<file path="src/rtl/smcp_pkg.sv">
// Shared types and constants for the seam-carving minimum-path block.
// Used by smcp_cfg, smcp_ctrl, smcp_dp and seam_carving_min_path.
`timescale 1ns / 1ps

package smcp_pkg;

    // Fixed field widths of the channels
    localparam int CFG_IDX_W  = 8;
    localparam int CFG_DATA_W = 16;
    localparam int ENERGY_W   = 16;
    localparam int IDX_W      = 9;

    typedef logic [CFG_IDX_W-1:0]  cfg_idx_t;
    typedef logic [CFG_DATA_W-1:0] cfg_data_t;
    typedef logic [IDX_W-1:0]      idx_t;

    // Register indexes on the configuration port
    localparam cfg_idx_t REG_TOWARD_LOW   = cfg_idx_t'(0);
    localparam cfg_idx_t REG_LINE_LENGTH  = cfg_idx_t'(1);
    localparam cfg_idx_t REG_LINE_COUNT   = cfg_idx_t'(2);
    localparam cfg_idx_t REG_SEAM_PENALTY = cfg_idx_t'(3);

    // Register reset values
    localparam logic        TOWARD_LOW_RST  = 1'b0;
    localparam logic [9:0]  LINE_LENGTH_RST = 10'd512;
    localparam logic [9:0]  LINE_COUNT_RST  = 10'd512;
    localparam logic [15:0] PENALTY_RST     = 16'd8192;

    // Opcodes and status codes
    localparam logic OP_LOAD        = 1'b0;
    localparam logic OP_READ        = 1'b1;
    localparam logic STATUS_OK      = 1'b0;
    localparam logic STATUS_NO_SEAM = 1'b1;

    // Energy value of a blocked border pixel
    localparam logic [ENERGY_W-1:0] BLOCKED_ENERGY = 16'hFFFF;

    typedef enum logic [1:0] {
        CH_STRAIGHT = 2'd0,
        CH_LOW      = 2'd1,
        CH_HIGH     = 2'd2
    } choice_t;

    typedef enum logic [1:0] {
        SHIFT_NONE = 2'd0,
        SHIFT_LOW  = 2'd1,
        SHIFT_HIGH = 2'd2
    } shift_t;

    // Neighbour in the previous line to fetch
    typedef enum logic [1:0] {
        NB_MID = 2'd0,
        NB_LO  = 2'd1,
        NB_HI  = 2'd2
    } nb_sel_t;

    typedef struct packed {
        logic                opcode;
        logic [ENERGY_W-1:0] energy;
        logic                seam_mark;
    } in_word_t;

    typedef struct packed {
        idx_t       line_index;
        idx_t       seam_position;
        logic [1:0] shift_dir;
        logic       status;
        logic       last;
    } out_word_t;

    typedef struct packed {
        logic        toward_low;
        logic [9:0]  line_length;
        logic [9:0]  line_count;
        logic [15:0] seam_penalty;
    } cfg_t;

    // Strobes from the controller to the datapath
    typedef struct packed {
        logic    take;        // latch accepted word, settle frame start
        logic    cost_rd;     // read previous-line cost
        nb_sel_t cost_sel;    // which neighbour to read
        logic    cap_mid;     // capture straight neighbour
        logic    cap_lo;      // capture lower neighbour
        logic    pick;        // choose least neighbour
        logic    add_energy;  // add pixel energy
        logic    add_pen;     // add seam penalty, apply first line and blocked cases
        logic    commit;      // write cost and choice, advance load position
        logic    ch_rd;       // read choice for the trace step
        logic    emit;        // load result word, advance trace
    } dp_cmd_t;

    typedef struct packed {
        logic out_free;       // result register can take a word this cycle
        logic out_busy;       // result register holds an undelivered word
    } dp_status_t;

endpackage

</file>
<file path="src/rtl/smcp_ctrl.sv">
// Controller of the seam-carving block: sequences each word through the datapath.
// Depends on smcp_pkg; talks to smcp_dp only through dp_cmd_t and dp_status_t.
`timescale 1ns / 1ps

module smcp_ctrl (
    input  logic                 aclk,
    input  logic                 aresetn,
    input  logic                 s_valid,
    output logic                 s_ready,
    input  logic                 opcode,
    input  smcp_pkg::dp_status_t status,
    output smcp_pkg::dp_cmd_t    cmd
);

    typedef enum logic [10:0] {
        ST_IDLE    = 11'b000_0000_0001,
        ST_LD_C    = 11'b000_0000_0010,
        ST_LD_L    = 11'b000_0000_0100,
        ST_LD_H    = 11'b000_0000_1000,
        ST_LD_MIN  = 11'b000_0001_0000,
        ST_LD_ADD  = 11'b000_0010_0000,
        ST_LD_PEN  = 11'b000_0100_0000,
        ST_LD_WR   = 11'b000_1000_0000,
        ST_RD_ADDR = 11'b001_0000_0000,
        ST_RD_MEM  = 11'b010_0000_0000,
        ST_RD_OUT  = 11'b100_0000_0000
    } state_t;

    state_t state_reg;
    state_t state_next;

    assign s_ready = (state_reg == ST_IDLE);

    // Next state and datapath strobes
    always_comb begin
        state_next   = state_reg;
        cmd          = '0;
        cmd.cost_sel = smcp_pkg::NB_MID;
        unique case (state_reg)
            ST_IDLE: begin
                if (s_valid) begin
                    cmd.take   = 1'b1;
                    state_next = (opcode == smcp_pkg::OP_READ) ? ST_RD_ADDR : ST_LD_C;
                end
            end
            ST_LD_C: begin
                cmd.cost_rd  = 1'b1;
                cmd.cost_sel = smcp_pkg::NB_MID;
                state_next   = ST_LD_L;
            end
            ST_LD_L: begin
                cmd.cost_rd  = 1'b1;
                cmd.cost_sel = smcp_pkg::NB_LO;
                cmd.cap_mid  = 1'b1;
                state_next   = ST_LD_H;
            end
            ST_LD_H: begin
                cmd.cost_rd  = 1'b1;
                cmd.cost_sel = smcp_pkg::NB_HI;
                cmd.cap_lo   = 1'b1;
                state_next   = ST_LD_MIN;
            end
            ST_LD_MIN: begin
                cmd.pick   = 1'b1;
                state_next = ST_LD_ADD;
            end
            ST_LD_ADD: begin
                cmd.add_energy = 1'b1;
                state_next     = ST_LD_PEN;
            end
            ST_LD_PEN: begin
                cmd.add_pen = 1'b1;
                state_next  = ST_LD_WR;
            end
            ST_LD_WR: begin
                cmd.commit = 1'b1;
                state_next = ST_IDLE;
            end
            ST_RD_ADDR: begin
                // choice address settles in the datapath
                state_next = ST_RD_MEM;
            end
            ST_RD_MEM: begin
                cmd.ch_rd  = 1'b1;
                state_next = ST_RD_OUT;
            end
            ST_RD_OUT: begin
                // hold until the result register frees up
                if (status.out_free) begin
                    cmd.emit   = 1'b1;
                    state_next = ST_IDLE;
                end
            end
            default: begin
                state_next = ST_IDLE;
            end
        endcase
    end

    always_ff @(posedge aclk) begin
        if (!aresetn) begin
            state_reg <= ST_IDLE;
        end else begin
            state_reg <= state_next;
        end
    end

endmodule

</file>
<file path="config.mk">
export PLATFORM = sky130hd
export DESIGN_NAME = smcp_ctrl
export DESIGN_NICKNAME = d
export VERILOG_FILES = /design/src/rtl/smcp_pkg.sv /design/src/rtl/smcp_ctrl.sv
export SDC_FILE = /design/constraint.sdc
export NUM_CORES = 1
export LEC_CHECK = 0
export BUFFER_PORTS_ARGS = -buffer_cell sky130_fd_sc_hd__buf_2
export CORE_UTILIZATION = 30
export CTS_CLUSTER_DIAMETER = 100
export DETAILED_ROUTE_END_ITERATION = 6
export PLACE_DENSITY = 0.54
export SYNTH_ARGS = -nofsm -noshare
export SYNTH_HDL_FRONTEND = slang
export SYNTH_SLANG_ARGS = --single-unit
</file>
<file path="constraint.sdc">
create_clock -name aclk -period 3.8 [get_ports aclk]
set_input_delay 0.57 -clock aclk [delete_from_list [all_inputs] [get_ports aclk]]
set_output_delay 0.57 -clock aclk [all_outputs]
set_load 0.005 [all_outputs]
</file>
# Word level (Yosys, flattened, before mapping)
# Cells that the tools add are included.
# totals
wordCells,31
rom_bits,0
latch_bits,0
ff_bits,11
mem_count,0
input_bits,6
ramBits,0
output_inout_bits,13
# classes
n_shift,0
n_addsub,0
n_lt_le_gt_ge,0
n_reduce_logical,1
eq_ne,13
mul,0
div_mod_pow,0
bitwise_logic,0
muxes,16
# ops
op,n
11-bit case mux with 10 select lines,1
11-bit 2-to-1 mux,2
"11-bit by 1-bit equality test with 1-bit output, second input constant",1
"11-bit by 10-bit equality test with 1-bit output, second input constant",1
"11-bit equality test, second input constant",1
"11-bit by 2-bit equality test with 1-bit output, second input constant",1
"11-bit by 3-bit equality test with 1-bit output, second input constant",1
"11-bit by 4-bit equality test with 1-bit output, second input constant",1
"11-bit by 5-bit equality test with 1-bit output, second input constant",1
"11-bit by 6-bit equality test with 1-bit output, second input constant",1
"11-bit by 7-bit equality test with 1-bit output, second input constant",1
"11-bit by 8-bit equality test with 1-bit output, second input constant",1
"11-bit by 9-bit equality test with 1-bit output, second input constant",1
1-bit 2-to-1 mux,11
9-bit 2-to-1 mux,1
3-bit case mux with 3 select lines,1
"2-bit inequality test, second input constant",2
2-bit AND reduction,1

# Depth between registers and ports, before layout
# logic_depth
word_depth,3
depth_mapped,5
ltp_nobuf,4

# Least setup slack after synthesis
# No wires, ideal clock.
# synth_path
path_kind,reg2out
start,register state_reg[5]
end,output cmd[9] in the netlist's numbering
required_time_ns,3.230
arrival_time_ns,1.353
path_stages_with_launch,6
setup_slack_ns,1.877
cell_sequence,dfxtp_1 > buf_6 > nor4_4 > nand2_2 > nor3_1 > buf_4
# synth_rtl
item,line,text
"start, declared",smcp_ctrl.sv:29,state_t state_reg;
"start signal, assigned",smcp_ctrl.sv:104,state_reg <= state_next;
"end, declared",smcp_ctrl.sv:12,output smcp_pkg::dp_cmd_t cmd

==> summary.txt <==
Synth
  • Register bit count reported by yosys: 11
  • Synthesized area: 701 um2
  • Post-Syn Instances: 80
  • Top post-synthesis cells by count: dfxtp_1 (11), nor3_1 (7), inv_1 (6), nand2_1 (6), nor2_1 (6)
  • Area leader, netlist: dfxtp_1
  • Unique cell type count in the Yosys netlist: 38
  • Synth area leaders: dfxtp_1 (31%), nor3_1 (5.0%), nor4b_1 (5.0%)
  • Post-synth EDFFs: 0
  • Syn nets: 86
  • Share of the synthesized area in the top cell type: 31.4%
  • FFs w/ async S/R, synth: 0%
  • Post-synth top flop: dfxtp_1
  • Count leader, synth: dfxtp_1
  • Yosys Warn Count: 0
  • Seq/Total Area, Yosys: 31.4%
  • Mapped Avg Cell Area: 8.76 um2

Drt
  • # DRC: 0
  • First-pass DRT Iterations: 2
  • Final ANT Viol Nets: 0
  • DR WL/cell: 10.9 um
  • Routed WL: 1360 um
  • Vias: 609
  • Drt initial violations: 20
  • Via/cell ratio: 4.87

Cells and area
  • Max FFs per register: 11
  • Filler instances: 254
  • Final Non-Filler Cells: 125
  • Layout cells sized above 1: 33.0%
  • Fin nets: 104
  • Area occupied by multi-input gates: 429 um2
  • Register Area: 220 um2
  • Area Growth Syn to Fin: 16.8%
  • Antenna diodes: 0

CTS
  • Clock Sinks: 11
  • H-tree Lvls: 1
  • Clk_lat worst skew: 260 ps
  • Clock Pin Slew Worst Setup and Hold Paths: 60 ps
  • Post-cts resize count: 0
  • Max clock buf depth: 2
  • CTS Hold Bufs: 0
  • Num CTS Buffers: 3
  • CTS tree: done
  • Setup Fix Bufs, Post-CTS: 0
  • CTS root buf: clkbuf_4

Floorplan
  • Die Wd: 50.3 um
  • Die Span Y: 50.3 um
  • Num rows: 17
  • Die footprint: 2530 um2
  • IO Pins: 19
  • Core area: 2210 um2
  • Starting Density: 31.7%

Placed design
  • Dpl cells: 121
  • GPL Wtd Cong: 0.812
  • Dpl hpwl: 1090 um
  • PortBufs: 17

Timing
  • Achievable clock frequency: 0.432 GHz
  • Worst clock skew: 2.93 ps
  • Setup TNS: 0 ps
  • Slew @ Worst Pin: 467 ps
  • Setup violators final: 0
  • Setup repair after global routing missed its margin: false
  • Fin crit share: 60.9%
  • Slew Limit Headroom: 68.7%
  • Fin. max-slew vios: 0
  • Final Hold Viols: 0
  • Minimum clock period: 2310 ps

Worst setup path
  • CP endpoint kind: output port
  • CP required: 3230 ps
  • Critical path's largest stage delay: 430 ps
  • Arrival time worst endpoint: 1740 ps
  • WS Path Type: register to output port
  • Crit-path max FO: 9
  • CP max stage cell: dfxtp_1
  • CP startpoint kind: register
  • Crit path cell chain: nor3_2, and2_1, nand2_1, nor3b_1, buf_2

Power
  • Leak: 0.317 nW
  • PwrDens: 301 nW/um2
  • Peak VDD IR: 0.000132 V

Min path
  • Min-delay worst type: input pin to register

Flow run
  • Maximum Capacitance Violations: 0

GRT
  • Grt ovf: 0
  • Initial antenna violation count: 0
  • Largest net degree at the start of global routing: 10
  • GRT Total Usage: 13.3%
  • First-pass GRT wire length: 2490 um
  • Vias in the first global route: 608

Outcome
  • Status: completed
area by class of cell:
class	instances	share of cell area [%]
clock buffer	4	3.21
inverter	6	2.75
multi-input combinational	59	52.4
sequential	11	26.9
tap	28	4.28
timing repair buffer	17	10.4
critical path, delay by kind of cell, from the launching register on:
kind	cells	cell delay, ps
buf+inv	1	140
flops	1	430
simple gates	4	910
logic make-up after synthesis:
kind of cell,synth area share [%]
AO/OA/AOI/OAI,14.1
XOR/XNOR,2.50
buffers and inverters,7.32
flip-flops,31.4
AND/OR/NAND/NOR,44.6
report_power, final:
| group | switching, mW | internal, mW | total (mW) | leakage, nW |
|---|---|---|---|---|
| Sequential | 0.00483 | 0.118 | 0.123 | 0.0891 |
| Clock | 0.0364 | 0.0406 | 0.0770 | 0.0150 |
| Combinational | 0.0254 | 0.0212 | 0.0466 | 0.213 |
layer usage:
layer  global-route usage (%)  share of wire (%)
met2                     22.7                 48
met5                        0                  0
met4                     4.17               0.73
met1                     14.9                 46
met3                     5.45                5.0
placed cells by master, fill, tap and decap left out, types with 2 or more instances in the layout:
master     n
and2_1     2
buf_2     17
clkbuf_4   3
dfxtp_1   11
inv_1      6
nand2_1    6
nand3b_1   2
nor2_1     6
nor3_1     7
nor3b_1    2
nor4_1     2
nor4b_1    4
o21ai_0    3
xor2_1     2
per-stage QoR:
step                      power (mW)  utilization, %  worst slack [ps]  area, um2  hold slack, ps
after floorplan                0.159               -              1880        701             519
final                          0.246            37.0              1490        818             482
after CTS                      0.252            37.0              1470        818             473
after detailed placement       0.173            35.8              1770        792             549
after global placement         0.172            35.8              1800        792             546
after global routing           0.262            37.0              1310        818             471
final timing paths:
check | startpoint | endpoint | slack (ps) | depth (start not counted)
worst min-delay path | opcode | state_reg[1] | 480 | 2
worst max-delay path | state_reg[1] | cmd[5] | 1490 | 5
worst max register to register | state_reg[4] | state_reg[2] | 2050 | 4
worst min register to register | state_reg[7] | state_reg[7] | 560 | 1
(Power assumes the default switching activity.)
