File: config.mk
export PLATFORM = sky130hd
export DESIGN_NAME = smcp_cfg
export DESIGN_NICKNAME = d
export VERILOG_FILES = /design/src/rtl/smcp_pkg.sv /design/src/rtl/smcp_cfg.sv
export SDC_FILE = /design/constraint.sdc
export NUM_CORES = 1
export LEC_CHECK = 0
export ABC_CLOCK_PERIOD_IN_PS = 1700
export BUFFER_PORTS_ARGS = -buffer_cell sky130_fd_sc_hd__buf_2
export CORE_ASPECT_RATIO = 0.5
export CORE_MARGIN = 1
export CORE_UTILIZATION = 46
export CTS_CLUSTER_DIAMETER = 120
export DETAILED_ROUTE_END_ITERATION = 10
export PLACE_DENSITY = 0.85
export SYNTH_ARGS = -nofsm -noshare
export SYNTH_HDL_FRONTEND = slang
export SYNTH_SLANG_ARGS = --single-unit
File: constraint.sdc
create_clock -name aclk -period 1.7 [get_ports aclk]
set_input_delay 0.255 -clock aclk [delete_from_list [all_inputs] [get_ports aclk]]
set_output_delay 0.255 -clock aclk [all_outputs]
set_load 0.005 [all_outputs]
File: src/rtl/smcp_pkg.sv
// Shared types and constants for the seam-carving minimum-path block.
// Used by smcp_cfg, smcp_ctrl, smcp_dp and seam_carving_min_path.
`timescale 1ns / 1ps

package smcp_pkg;

    // Fixed field widths of the channels
    localparam int CFG_IDX_W  = 8;
    localparam int CFG_DATA_W = 16;
    localparam int ENERGY_W   = 16;
    localparam int IDX_W      = 9;

    typedef logic [CFG_IDX_W-1:0]  cfg_idx_t;
    typedef logic [CFG_DATA_W-1:0] cfg_data_t;
    typedef logic [IDX_W-1:0]      idx_t;

    // Register indexes on the configuration port
    localparam cfg_idx_t REG_TOWARD_LOW   = cfg_idx_t'(0);
    localparam cfg_idx_t REG_LINE_LENGTH  = cfg_idx_t'(1);
    localparam cfg_idx_t REG_LINE_COUNT   = cfg_idx_t'(2);
    localparam cfg_idx_t REG_SEAM_PENALTY = cfg_idx_t'(3);

    // Register reset values
    localparam logic        TOWARD_LOW_RST  = 1'b0;
    localparam logic [9:0]  LINE_LENGTH_RST = 10'd512;
    localparam logic [9:0]  LINE_COUNT_RST  = 10'd512;
    localparam logic [15:0] PENALTY_RST     = 16'd8192;

    // Opcodes and status codes
    localparam logic OP_LOAD        = 1'b0;
    localparam logic OP_READ        = 1'b1;
    localparam logic STATUS_OK      = 1'b0;
    localparam logic STATUS_NO_SEAM = 1'b1;

    // Energy value of a blocked border pixel
    localparam logic [ENERGY_W-1:0] BLOCKED_ENERGY = 16'hFFFF;

    typedef enum logic [1:0] {
        CH_STRAIGHT = 2'd0,
        CH_LOW      = 2'd1,
        CH_HIGH     = 2'd2
    } choice_t;

    typedef enum logic [1:0] {
        SHIFT_NONE = 2'd0,
        SHIFT_LOW  = 2'd1,
        SHIFT_HIGH = 2'd2
    } shift_t;

    // Neighbour in the previous line to fetch
    typedef enum logic [1:0] {
        NB_MID = 2'd0,
        NB_LO  = 2'd1,
        NB_HI  = 2'd2
    } nb_sel_t;

    typedef struct packed {
        logic                opcode;
        logic [ENERGY_W-1:0] energy;
        logic                seam_mark;
    } in_word_t;

    typedef struct packed {
        idx_t       line_index;
        idx_t       seam_position;
        logic [1:0] shift_dir;
        logic       status;
        logic       last;
    } out_word_t;

    typedef struct packed {
        logic        toward_low;
        logic [9:0]  line_length;
        logic [9:0]  line_count;
        logic [15:0] seam_penalty;
    } cfg_t;

    // Strobes from the controller to the datapath
    typedef struct packed {
        logic    take;        // latch accepted word, settle frame start
        logic    cost_rd;     // read previous-line cost
        nb_sel_t cost_sel;    // which neighbour to read
        logic    cap_mid;     // capture straight neighbour
        logic    cap_lo;      // capture lower neighbour
        logic    pick;        // choose least neighbour
        logic    add_energy;  // add pixel energy
        logic    add_pen;     // add seam penalty, apply first line and blocked cases
        logic    commit;      // write cost and choice, advance load position
        logic    ch_rd;       // read choice for the trace step
        logic    emit;        // load result word, advance trace
    } dp_cmd_t;

    typedef struct packed {
        logic out_free;       // result register can take a word this cycle
        logic out_busy;       // result register holds an undelivered word
    } dp_status_t;

endpackage

File: src/rtl/smcp_cfg.sv
// Configuration register file of the seam-carving block.
// Depends on smcp_pkg; drives register values and the frame restart strobe.
`timescale 1ns / 1ps

module smcp_cfg (
    input  logic                  aclk,
    input  logic                  aresetn,
    input  logic                  cfg_valid,
    output logic                  cfg_ready,
    input  smcp_pkg::cfg_idx_t    cfg_index,
    input  smcp_pkg::cfg_data_t   cfg_data,
    output smcp_pkg::cfg_t        cfg,
    output logic                  frame_restart
);

    smcp_pkg::cfg_t cfg_reg;
    smcp_pkg::cfg_t cfg_next;
    logic           wr;

    // Always take writes
    assign cfg_ready = 1'b1;
    assign wr        = cfg_valid;

    // Decode the write, mask each value to its register width
    always_comb begin
        cfg_next      = cfg_reg;
        frame_restart = 1'b0;
        if (wr) begin
            unique case (cfg_index)
                smcp_pkg::REG_TOWARD_LOW: begin
                    cfg_next.toward_low = cfg_data[0];
                end
                smcp_pkg::REG_LINE_LENGTH: begin
                    cfg_next.line_length = cfg_data[9:0];
                    frame_restart        = 1'b1;
                end
                smcp_pkg::REG_LINE_COUNT: begin
                    cfg_next.line_count = cfg_data[9:0];
                    frame_restart       = 1'b1;
                end
                smcp_pkg::REG_SEAM_PENALTY: begin
                    cfg_next.seam_penalty = cfg_data[15:0];
                end
                default: begin
                    cfg_next = cfg_reg;
                end
            endcase
        end
    end

    always_ff @(posedge aclk) begin
        if (!aresetn) begin
            cfg_reg.toward_low   <= smcp_pkg::TOWARD_LOW_RST;
            cfg_reg.line_length  <= smcp_pkg::LINE_LENGTH_RST;
            cfg_reg.line_count   <= smcp_pkg::LINE_COUNT_RST;
            cfg_reg.seam_penalty <= smcp_pkg::PENALTY_RST;
        end else begin
            cfg_reg <= cfg_next;
        end
    end

    assign cfg = cfg_reg;

endmodule

# Word-level counts from Yosys, hierarchy flattened
# Index checks and enable logic that the tools add are counted.
totals:
  ff_bits: 37
  output_inout_bits: 39
  wordCells: 15
  input_bits: 27
op_classes:
  n_reduce_logical: 6
  eq_ne: 3
  n_mux: 2
op_table:
  columns: ["op", "count"]
  rows:
  - ["8-bit by 2-bit == test with 1-bit output, second input constant", 2]
  - ["8-bit by 1-bit == test with 1-bit output, second input constant", 1]
  - ["8-bit logical NOT", 1]
  - ["2-bit AND reduction", 4]
  - ["1-bit two-way mux", 2]
  - ["2-bit OR reduction", 1]

# Longest topological paths before layout
# Gate-level depths: netlist of run 1.
logic_depth:
  ltp_word: 4
  mapped_depth: 4
  depth_no_buf: 3

# Least setup slack after synthesis of run 1
# OpenSTA, ideal clock, no wires.
synth_timing:
  kind: "in2reg"
  startpoint: "in cfg_index[6]"
  endpoint: "reg cfg_reg (netlist bit cfg[13])"
  path_buffers: 1
  required_time_ps: 1580
  path_stages: 4
  arrival_time_ps: 1160
  setup_ps: 120
  path_slack_ps: 420
  path_cell_list: "nor4b_4 -> nand4_4 -> buf_6 -> mux2i_1"
synth_between:
  elab_chain_len: 2
synth_rtl:
  columns: ["item", "line_no", "source"]
  rows:
  - ["from (decl)", "smcp_cfg.sv:10", "input smcp_pkg::cfg_idx_t cfg_index,"]
  - ["8-bit by 2-bit == test with 1-bit output", "smcp_cfg.sv:29", "unique case (cfg_index)"]
  - ["2-bit AND reduction (no line)", null, null]
  - ["to (signal assigned)", "smcp_cfg.sv:58", "cfg_reg <= cfg_next;"]
  - ["to (decl)", "smcp_cfg.sv:16", "smcp_pkg::cfg_t cfg_reg;"]
# No other way between the ends.
# A chain may end at the register's enable or synchronous reset.

# Worst setup path in the final report of run 1
layout_timing:
  startpoint: "in cfg_index[6]"
  endpoint: "out frame_restart"
layout_between:
  elab_chain_len: 4
  word_cells_on_any_way: 5
  cone_classes: "eq/ne: 2; mux: 2; reduce/logical: 1"
layout_rtl:
  columns: ["item", "line_no", "source"]
  rows:
  - ["8-bit by 2-bit == test with 1-bit output / 8-bit by 1-bit == test with 1-bit output (equally long branches)", "smcp_cfg.sv:29", null]
  - ["2-bit OR reduction (no line) (*)", null, null]
  - ["1-bit two-way mux (*)", "smcp_cfg.sv:29", null]
  - ["1-bit two-way mux (*)", "smcp_cfg.sv:28", "if (wr) begin"]
  - ["to (decl)", "smcp_cfg.sv:13", "output logic frame_restart"]
# Every way passes the cells marked *; elsewhere a longest branch is shown, timed or not.

==> impl_metrics.ini, run 1 <==
[logic_synthesis]
synth_top_area_frac = 0.501
syn-num-nets = 175
ys_seq_area_frac = 0.501
synth_compound_area_frac = 0
synth_simple_gate_area_frac = 0.205
yosysWarnings = 0
avgSynthCellArea_um2 = 9.98
synth.area.mux_share = 0.251
synth_top_area_cell = dfxtp_1
synth_xor_area_frac = 0.00593
synth_fa_ha_area_frac = 0
yosys_register_bits = 37
synth.distinct_cells = 17
syn-cell-area_mm2 = 0.00148
ys_top_cells_by_area = dfxtp_1 (50%), mux2i_1 (25%), nand2_1 (12%)
synth_top_family_by_area = multiplexers
syn_inst = 148

[power_and_ir_drop]
p_per_area_mw_per_mm2 = 804
finalPower_mw = 1.54
power.leakage_nw = 1.12
peakVddDrop_mv = 0.421

[place]
portBuffers = 64
routabilityCongestion = 0.753
post_dp_cell_area_mm2 = 0.00183
place_inst = 245
post-dp-hpwl_um = 2310

[route]
drc = 0
postRouteAntennaNets = 0
wl_met2_um = 1710
vias_per_cell = 4.84
dr.pass1.iters = 4
vias = 1225
totalWireLength_um = 3220
route.met3.wl_um = 168
drt-wirelength-per-cell_um = 12.7
drt_iter0_markers = 43
top_layer_used = met4
drt-met1-wl_um = 1300

[die]
die_y_um = 42.1
initial_core_util = 0.488
dieArea_mm2 = 0.00346
ios = 66
rows = 14
die_x_um = 82.2
core_area_mm2 = 0.00303

[finish]
area_growth_pct = 29.4
largest_reg_flops = 37
seq_area_um2 = 741
finalNonFillerCells = 253
n_fill_cell = 270
nets = 239
multiInputGateArea_um2 = 686
n_antenna_cell = 0
final_cell_area_mm2 = 0.00191
layout-drive-gt1-share = 0.352

[timing]
hold_viol = 0
post-route-period-util = 0.808
slew_viol_final = 0
setup_violations = 0
skew_ns = 0
setup_tns_ns = 0
rsz0062_at_grt = false
finalCriticalPeriod_ns = 1.37
max_freq_ghz = 0.728

[clock_network]
cts_resized = 0
clk_latency_ns = 0.29
path_clk_slew_ns = 0.07
cts_made_buffers = 5
clockBufferDepth = 2
htree_levels = 2
cts_tree = yes
ctsRootBufferMaster = clkbuf_8
cts_sinks = 37
postCtsSetupRepairBufs = 0
cts_hold_buf = 0

[global_routing]
grt_max_degree = 53
grt_pass1_vias = 1204
track_usage = 0.204
grt.overflow.total = 0
antenna_found_initial = 0
grt_pass1_wl_um = 5120

[min_path]
hold_path_class = in -> reg

[setup_path]
crit_required_ns = 1.44
worst_ep_arrival_time_ns = 1.12
crit_path_start_kind = input pin
crit_path_end_kind = output pin
cp_max_fo = 5
path_class = in -> out

[status]
status = finished, final reports clean

[flow_run]
drv_cap = 0
==> synthesized netlist by cell type <==
| library cell | count |
|---|---|
| clkbuf_1 | 6 |
| and3_1 | 1 |
| nor3_2 | 1 |
| nor2b_1 | 5 |
| nand2_1 | 49 |
| nand3_1 | 1 |
| dfxtp_1 | 37 |
| nand4_4 | 1 |
| nand4b_1 | 2 |
| buf_2 | 2 |
| conb_1 | 1 |
| xor2_1 | 1 |
| nor4b_4 | 1 |
| mux2i_1 | 37 |
| nor2_1 | 1 |
| buf_4 | 1 |
| buf_6 | 1 |
==> through the flow <==
| stage | setup slack [ns] | hold slack [ns] | util |
|---|---|---|---|
| 5_1_grt | 0.283 | 0.212 | 0.631 |
| 2_1_floorplan | 0.420 | 0.394 | - |
| 4_1_cts | 0.319 | 0.210 | 0.631 |
| 3_5_place_dp | 0.103 | 0.450 | 0.604 |
| 6_report | 0.326 | 0.213 | 0.631 |
| 3_3_place_gp | 0.188 | 0.444 | 0.604 |
==> report_power, final <==
part,internal [mW],total [mW],switching [mW]
Clock,0.291,0.578,0.287
Combinational,0.0404,0.0916,0.0512
Sequential,0.868,0.868,0.000502
Total,1.20,1.54,0.338
==> layer usage <==
layer  GRT usage  vias up
met5           0        -
met4      0.0702        0
met3      0.0739        5
met2       0.388       28
met1       0.202      579
li1            -      613
==> area by class of cell <==
cell class | count | share of cell area
Clock buffer | 8 | 0.0419
Multi-Input combinational cell | 101 | 0.359
Sequential cell | 37 | 0.387
Tap cell | 40 | 0.0262
Timing Repair Buffer | 67 | 0.186
==> path summary, 6_finish.rpt <==
kind	from	to	slack, ns	cells past startpoint
max reg2reg	cfg[25]	cfg[25]	1.05	2
max	cfg_index[6]	frame_restart	0.33	4
min	cfg_data[14]	cfg[14]	0.21	3
min reg2reg	cfg[7]	cfg[7]	0.46	2
==> placed cells by master, fill, tap and decap left out <==
cell and instances:
and3_1 1, nand4_4 1, nor2b_1 5, mux2i_1 37, clkbuf_1 3, buf_2 64
clkbuf_8 5, buf_12 1, nand2_1 49, conb_1 1, buf_4 2, nand4b_1 2
nor2_1 1, nor3_2 1, dfxtp_1 37, xor2_1 1, nor4b_4 1, nand3_1 1
==> cells by family after synthesis <==
group,Yosys count
flops,37
simple gates,62
other cells,1
buf+inv,10
mux,37
xor+xnor,1
==> critical path, cell delays in order <==
cell     delay, ns
buf_2         0.12
nor4b_4       0.42
and3_1        0.21
buf_2         0.11
Power figures use the tool's default switching activity.
==> inputs of run 2 (changes only) <==
ABC_CLOCK_PERIOD_IN_PS = 1360   (was 1700)
clock period = 1.36 ns   (was 1.7 ns; I/O delays follow)
==> run 2 against run 1 <==
Critical path depth did not move. Count of clock-buffer cells in the layout decreased by 2. Sequential power increased by 24%. Total power is 39% higher. Combinational power grew 27%.
==> impl_metrics.ini, run 2 (synthesized netlist as in run 1, its figures left out) <==
[status]
status = finished, final reports clean

[global_routing]
grt_pass1_vias = 1209
track_usage = 0.191
grt_max_degree = 41
antenna_found_initial = 0
grt.overflow.total = 0
grt_pass1_wl_um = 4910

[power_and_ir_drop]
p_sw_frac = 0.209
pwr-share-comb = 0.054
power.leakage_nw = 1.15
p_clk_frac = 0.437
peakVddDrop_mv = 0.584
p_int_mw = 1.69
p_per_area_mw_per_mm2 = 1080
seq_power_share = 0.509
finalPower_mw = 2.13
p_sw_mw = 0.447

[clock_network]
cts_sinks = 37
clk_latency_ns = 0.28
cts_resized = 0
path_clk_slew_ns = 0.08
cts_hold_buf = 0
cts_made_buffers = 5
postCtsSetupRepairBufs = 0
ctsRootBufferMaster = clkbuf_8
clockBufferDepth = 2
htree_levels = 2
cts_tree = yes

[die]
die_x_um = 82.2
rows = 14
die_y_um = 42.1
dieArea_mm2 = 0.00346
initial_core_util = 0.488
core_area_mm2 = 0.00303
ios = 66

[timing]
max_freq_ghz = 0.807
rsz0062_at_grt = false
skew_ns = 0
post-route-period-util = 0.911
hold_viol = 0
setup_tns_ns = 0
setup_violations = 0
whs_ns = 0.149
finalCriticalPeriod_ns = 1.24
slew_viol_final = 0

[setup_path]
crit_end = frame_restart
worst_ep_arrival_time_ns = 1.03
path_class = in -> out
cp_max_fo = 5
crit_path_start = cfg_index[6]
r2r_start = cfg[25]
crit_path_start_kind = input pin
timing.rr.end = cfg[25]
r2r_slack_ns = 0.74
crit_path_end_kind = output pin
crit_required_ns = 1.16
reg2regPathDepth = 2

[finish]
nets = 241
finalNonFillerCells = 255
layout-drive-gt1-share = 0.367
final_common_cell = buf_2
final_cell_mix = buf_2 (64), nand2_1 (49), mux2i_1 (37), dfxtp_1 (37)
n_antenna_cell = 0
final_util = 0.650
largest_reg_flops = 37
area_growth_pct = 33.4

[route]
totalWireLength_um = 3130
drt-wirelength-per-cell_um = 12.3
postRouteAntennaNets = 0
drc = 0
dr.pass1.iters = 4
drt_iter0_markers = 81
vias_per_cell = 4.89
vias = 1247

[place]
post-dp-hpwl_um = 2270
portBuffers = 64
routabilityCongestion = 0.675
place_inst = 247

[min_path]
hold_path_class = in -> reg

[flow_run]
drv_cap = 0
[run 2: cell types whose count changed in the layout (fill, tap and decap cells not counted)]
cell / change
buf_4: +1
buf_12: +1
clkbuf_1: -2
bufinv_16: +1
clkinv_4: +1
[run 2: critical path, stage by stage]
cell and delay [ns]:
buf_2 0.11, nor4b_4 0.40, and3_1 0.21, buf_2 0.11
[run 2: metal layers]
layer	track usage	up-vias	wire length (µm)
li1	-	616	-
met3	0.0674	11	189
met5	0	-	0
met2	0.337	35	1560
met4	0.0982	0	78
met1	0.201	585	1300
[run 2: through the flow]
stage | area (µm²) | setup slack (ns)
2_1_floorplan | 1480 | 0.131
3_3_place_gp | 1860 | 0.0436
3_5_place_dp | 1860 | -0.00198
4_1_cts | 1970 | 0.113
5_1_grt | 1970 | 0.0735
6_report | 1970 | 0.121
[run 2: cell type report]
class                           count  area [µm²]
Clock buffer                        6        72.6
Multi-Input combinational cell    101         686
Tap cell                           40        50.0
Timing Repair Buffer               69         383
Clock inverter                      2        38.8
Fill cell                         248        1060
Sequential cell                    37         741
[run 2: worst min path at each step]
stage	startpoint	cells after the start	slack (ns)	endpoint
floorplan	cfg_data[10]	2	0.34	cfg[10]
detailed placement	cfg[33]	2	0.45	cfg[33]
global placement	cfg[12]	2	0.44	cfg[12]
global route	cfg_data[11]	3	0.15	cfg[11]
finish	cfg_data[11]	3	0.15	cfg[11]
CTS	cfg_data[11]	3	0.15	cfg[11]
[run 2: power groups by stage]
stage | combinational [mW] | sequential (mW) | clock (mW)
4_1_cts | 0.116 | 1.08 | 0.943
6_report | 0.116 | 1.08 | 0.932
3_5_place_dp | 0.114 | 1.11 | 0
2_1_floorplan | 0.0553 | 1.11 | 0
3_3_place_gp | 0.111 | 1.11 | 0
5_1_grt | 0.128 | 1.08 | 1.00
==> inputs of run 3 (changes only) <==
ABC_CLOCK_PERIOD_IN_PS = 1200   (was 1360)
clock period = 1.2 ns   (was 1.36 ns; I/O delays follow)
==> run 3 against run 2 <==
Flip-flop and latch count unchanged. Core utilization down 0.70 points. Setup slack worse by 0.037 ns. Clock power down 12%. Final cell count up 0.39%. Routed wire length up 5.1%. Critical endpoint unchanged.
==> impl_metrics.ini, run 3 (synthesized netlist as in run 1, its figures left out) <==
[route]
drc = 0
vias = 1199
postRouteAntennaNets = 0
vias_per_cell = 4.68
drt-wirelength-per-cell_um = 12.8
totalWireLength_um = 3290
dr.pass1.iters = 5
drt_iter0_markers = 49

[min_path]
hold_path_class = in -> reg
hold_depth = 3

[setup_path]
r2r_slack_ns = 0.54
reg2regPathDepth = 2
cp_max_fo = 4
crit_path_start_kind = input pin
path_class = in -> out
crit_path_end_kind = output pin
worst_ep_arrival_time_ns = 0.94
crit_required_ns = 1.02

[power_and_ir_drop]
power.leakage_nw = 1.15
peakVddDrop_mv = 0.566
finalPower_mw = 2.19
p_per_area_mw_per_mm2 = 1120

[timing]
max_freq_ghz = 0.897
setup_slack_ns = 0.0847
skew_ns = 0
hold_viol = 0
finalCriticalPeriod_ns = 1.12
post-route-period-util = 0.929
rsz0062_at_grt = false
slew_viol_final = 0
setup_violations = 0

[die]
dieArea_mm2 = 0.00346
initial_core_util = 0.488
rows = 14
die_y_um = 42.1
core_area_mm2 = 0.00303
die_x_um = 82.2
ios = 66

[global_routing]
track_usage = 0.205
antenna_found_initial = 0
grt.overflow.total = 0
grt_max_degree = 55
grt_pass1_wl_um = 5180
grt_pass1_vias = 1206

[clock_network]
htree_levels = 2
cts_tree = yes
clk_latency_ns = 0.28
cts_resized = 0
clockBufferDepth = 2
ctsRootBufferMaster = clkbuf_8
cts_made_buffers = 5
cts_sinks = 37
postCtsSetupRepairBufs = 0
cts_hold_buf = 0
path_clk_slew_ns = 0.07

[flow_run]
drv_cap = 0

[finish]
final_cell_mix = buf_2 (64), nand2_1 (49), mux2i_1 (37), dfxtp_1 (37)
final_common_cell = buf_2
n_antenna_cell = 0
seq_area_um2 = 741
n_fill_cell = 260
largest_reg_flops = 37
area_growth_pct = 31.9
multiInputGateArea_um2 = 686
nets = 242
layout-drive-gt1-share = 0.370

[place]
post-dp-hpwl_um = 2330
routabilityCongestion = 0.710
dp_slack_ns = -0.164
portBuffers = 64

[status]
status = finished, final reports clean
-- run 3: cell count changes in the layout (fill, tap and decap cells not counted) --
cell and delta:
bufinv_16 -1, buf_4 +1, clkinv_4 -1, clkinv_2 +2
-- run 3: critical path: stages --
cell and delay (ns):
buf_2 0.12, nor4b_4 0.34, and3_1 0.20, buf_2 0.10
-- run 3: routing by layer --
layer  part of all wire  routed length, µm  global-route usage  up-vias
li1                   -                  -                   -      619
met1               0.43               1400               0.231      549
met2               0.52               1700               0.372       29
met3              0.049                162              0.0457        2
met4             0.0064                 21              0.0842        0
met5                  0                  0                   0        -
-- run 3: stage by stage --
| stage | utilization | hold slack (ns) | instances | setup TNS, ns | area (µm²) |
|---|---|---|---|---|---|
| floorplan | - | 0.319 | 148 | -0.0445 | 1480 |
| global placement | 0.616 | 0.426 | 248 | -1.58 | 1870 |
| detailed placement | 0.616 | 0.434 | 248 | -3.74 | 1870 |
| CTS | 0.643 | 0.132 | 256 | 0 | 1950 |
| global route | 0.643 | 0.142 | 256 | 0 | 1950 |
| finish | 0.643 | 0.138 | 256 | 0 | 1950 |
-- run 3: report_power, final --
part           internal [mW]  switching (mW)
Clock                  0.402           0.422
Combinational         0.0601          0.0733
Sequential              1.23        0.000744
Total                   1.69           0.496
-- run 3: path summary, 6_finish.rpt --
check               startpoint            end
setup / recovery  cfg_index[6]  frame_restart
hold / removal    cfg_data[11]        cfg[11]
setup reg to reg       cfg[26]        cfg[26]
hold reg to reg        cfg[28]        cfg[28]
-- run 3: layout make-up --
type | instances | share of cell area
flip-flops and latches | 37 | 0.380
multi-input cells | 101 | 0.352
repair buffers | 70 | 0.200
clock buffers | 6 | 0.0372
well taps | 40 | 0.0257
clock inverters | 2 | 0.00513
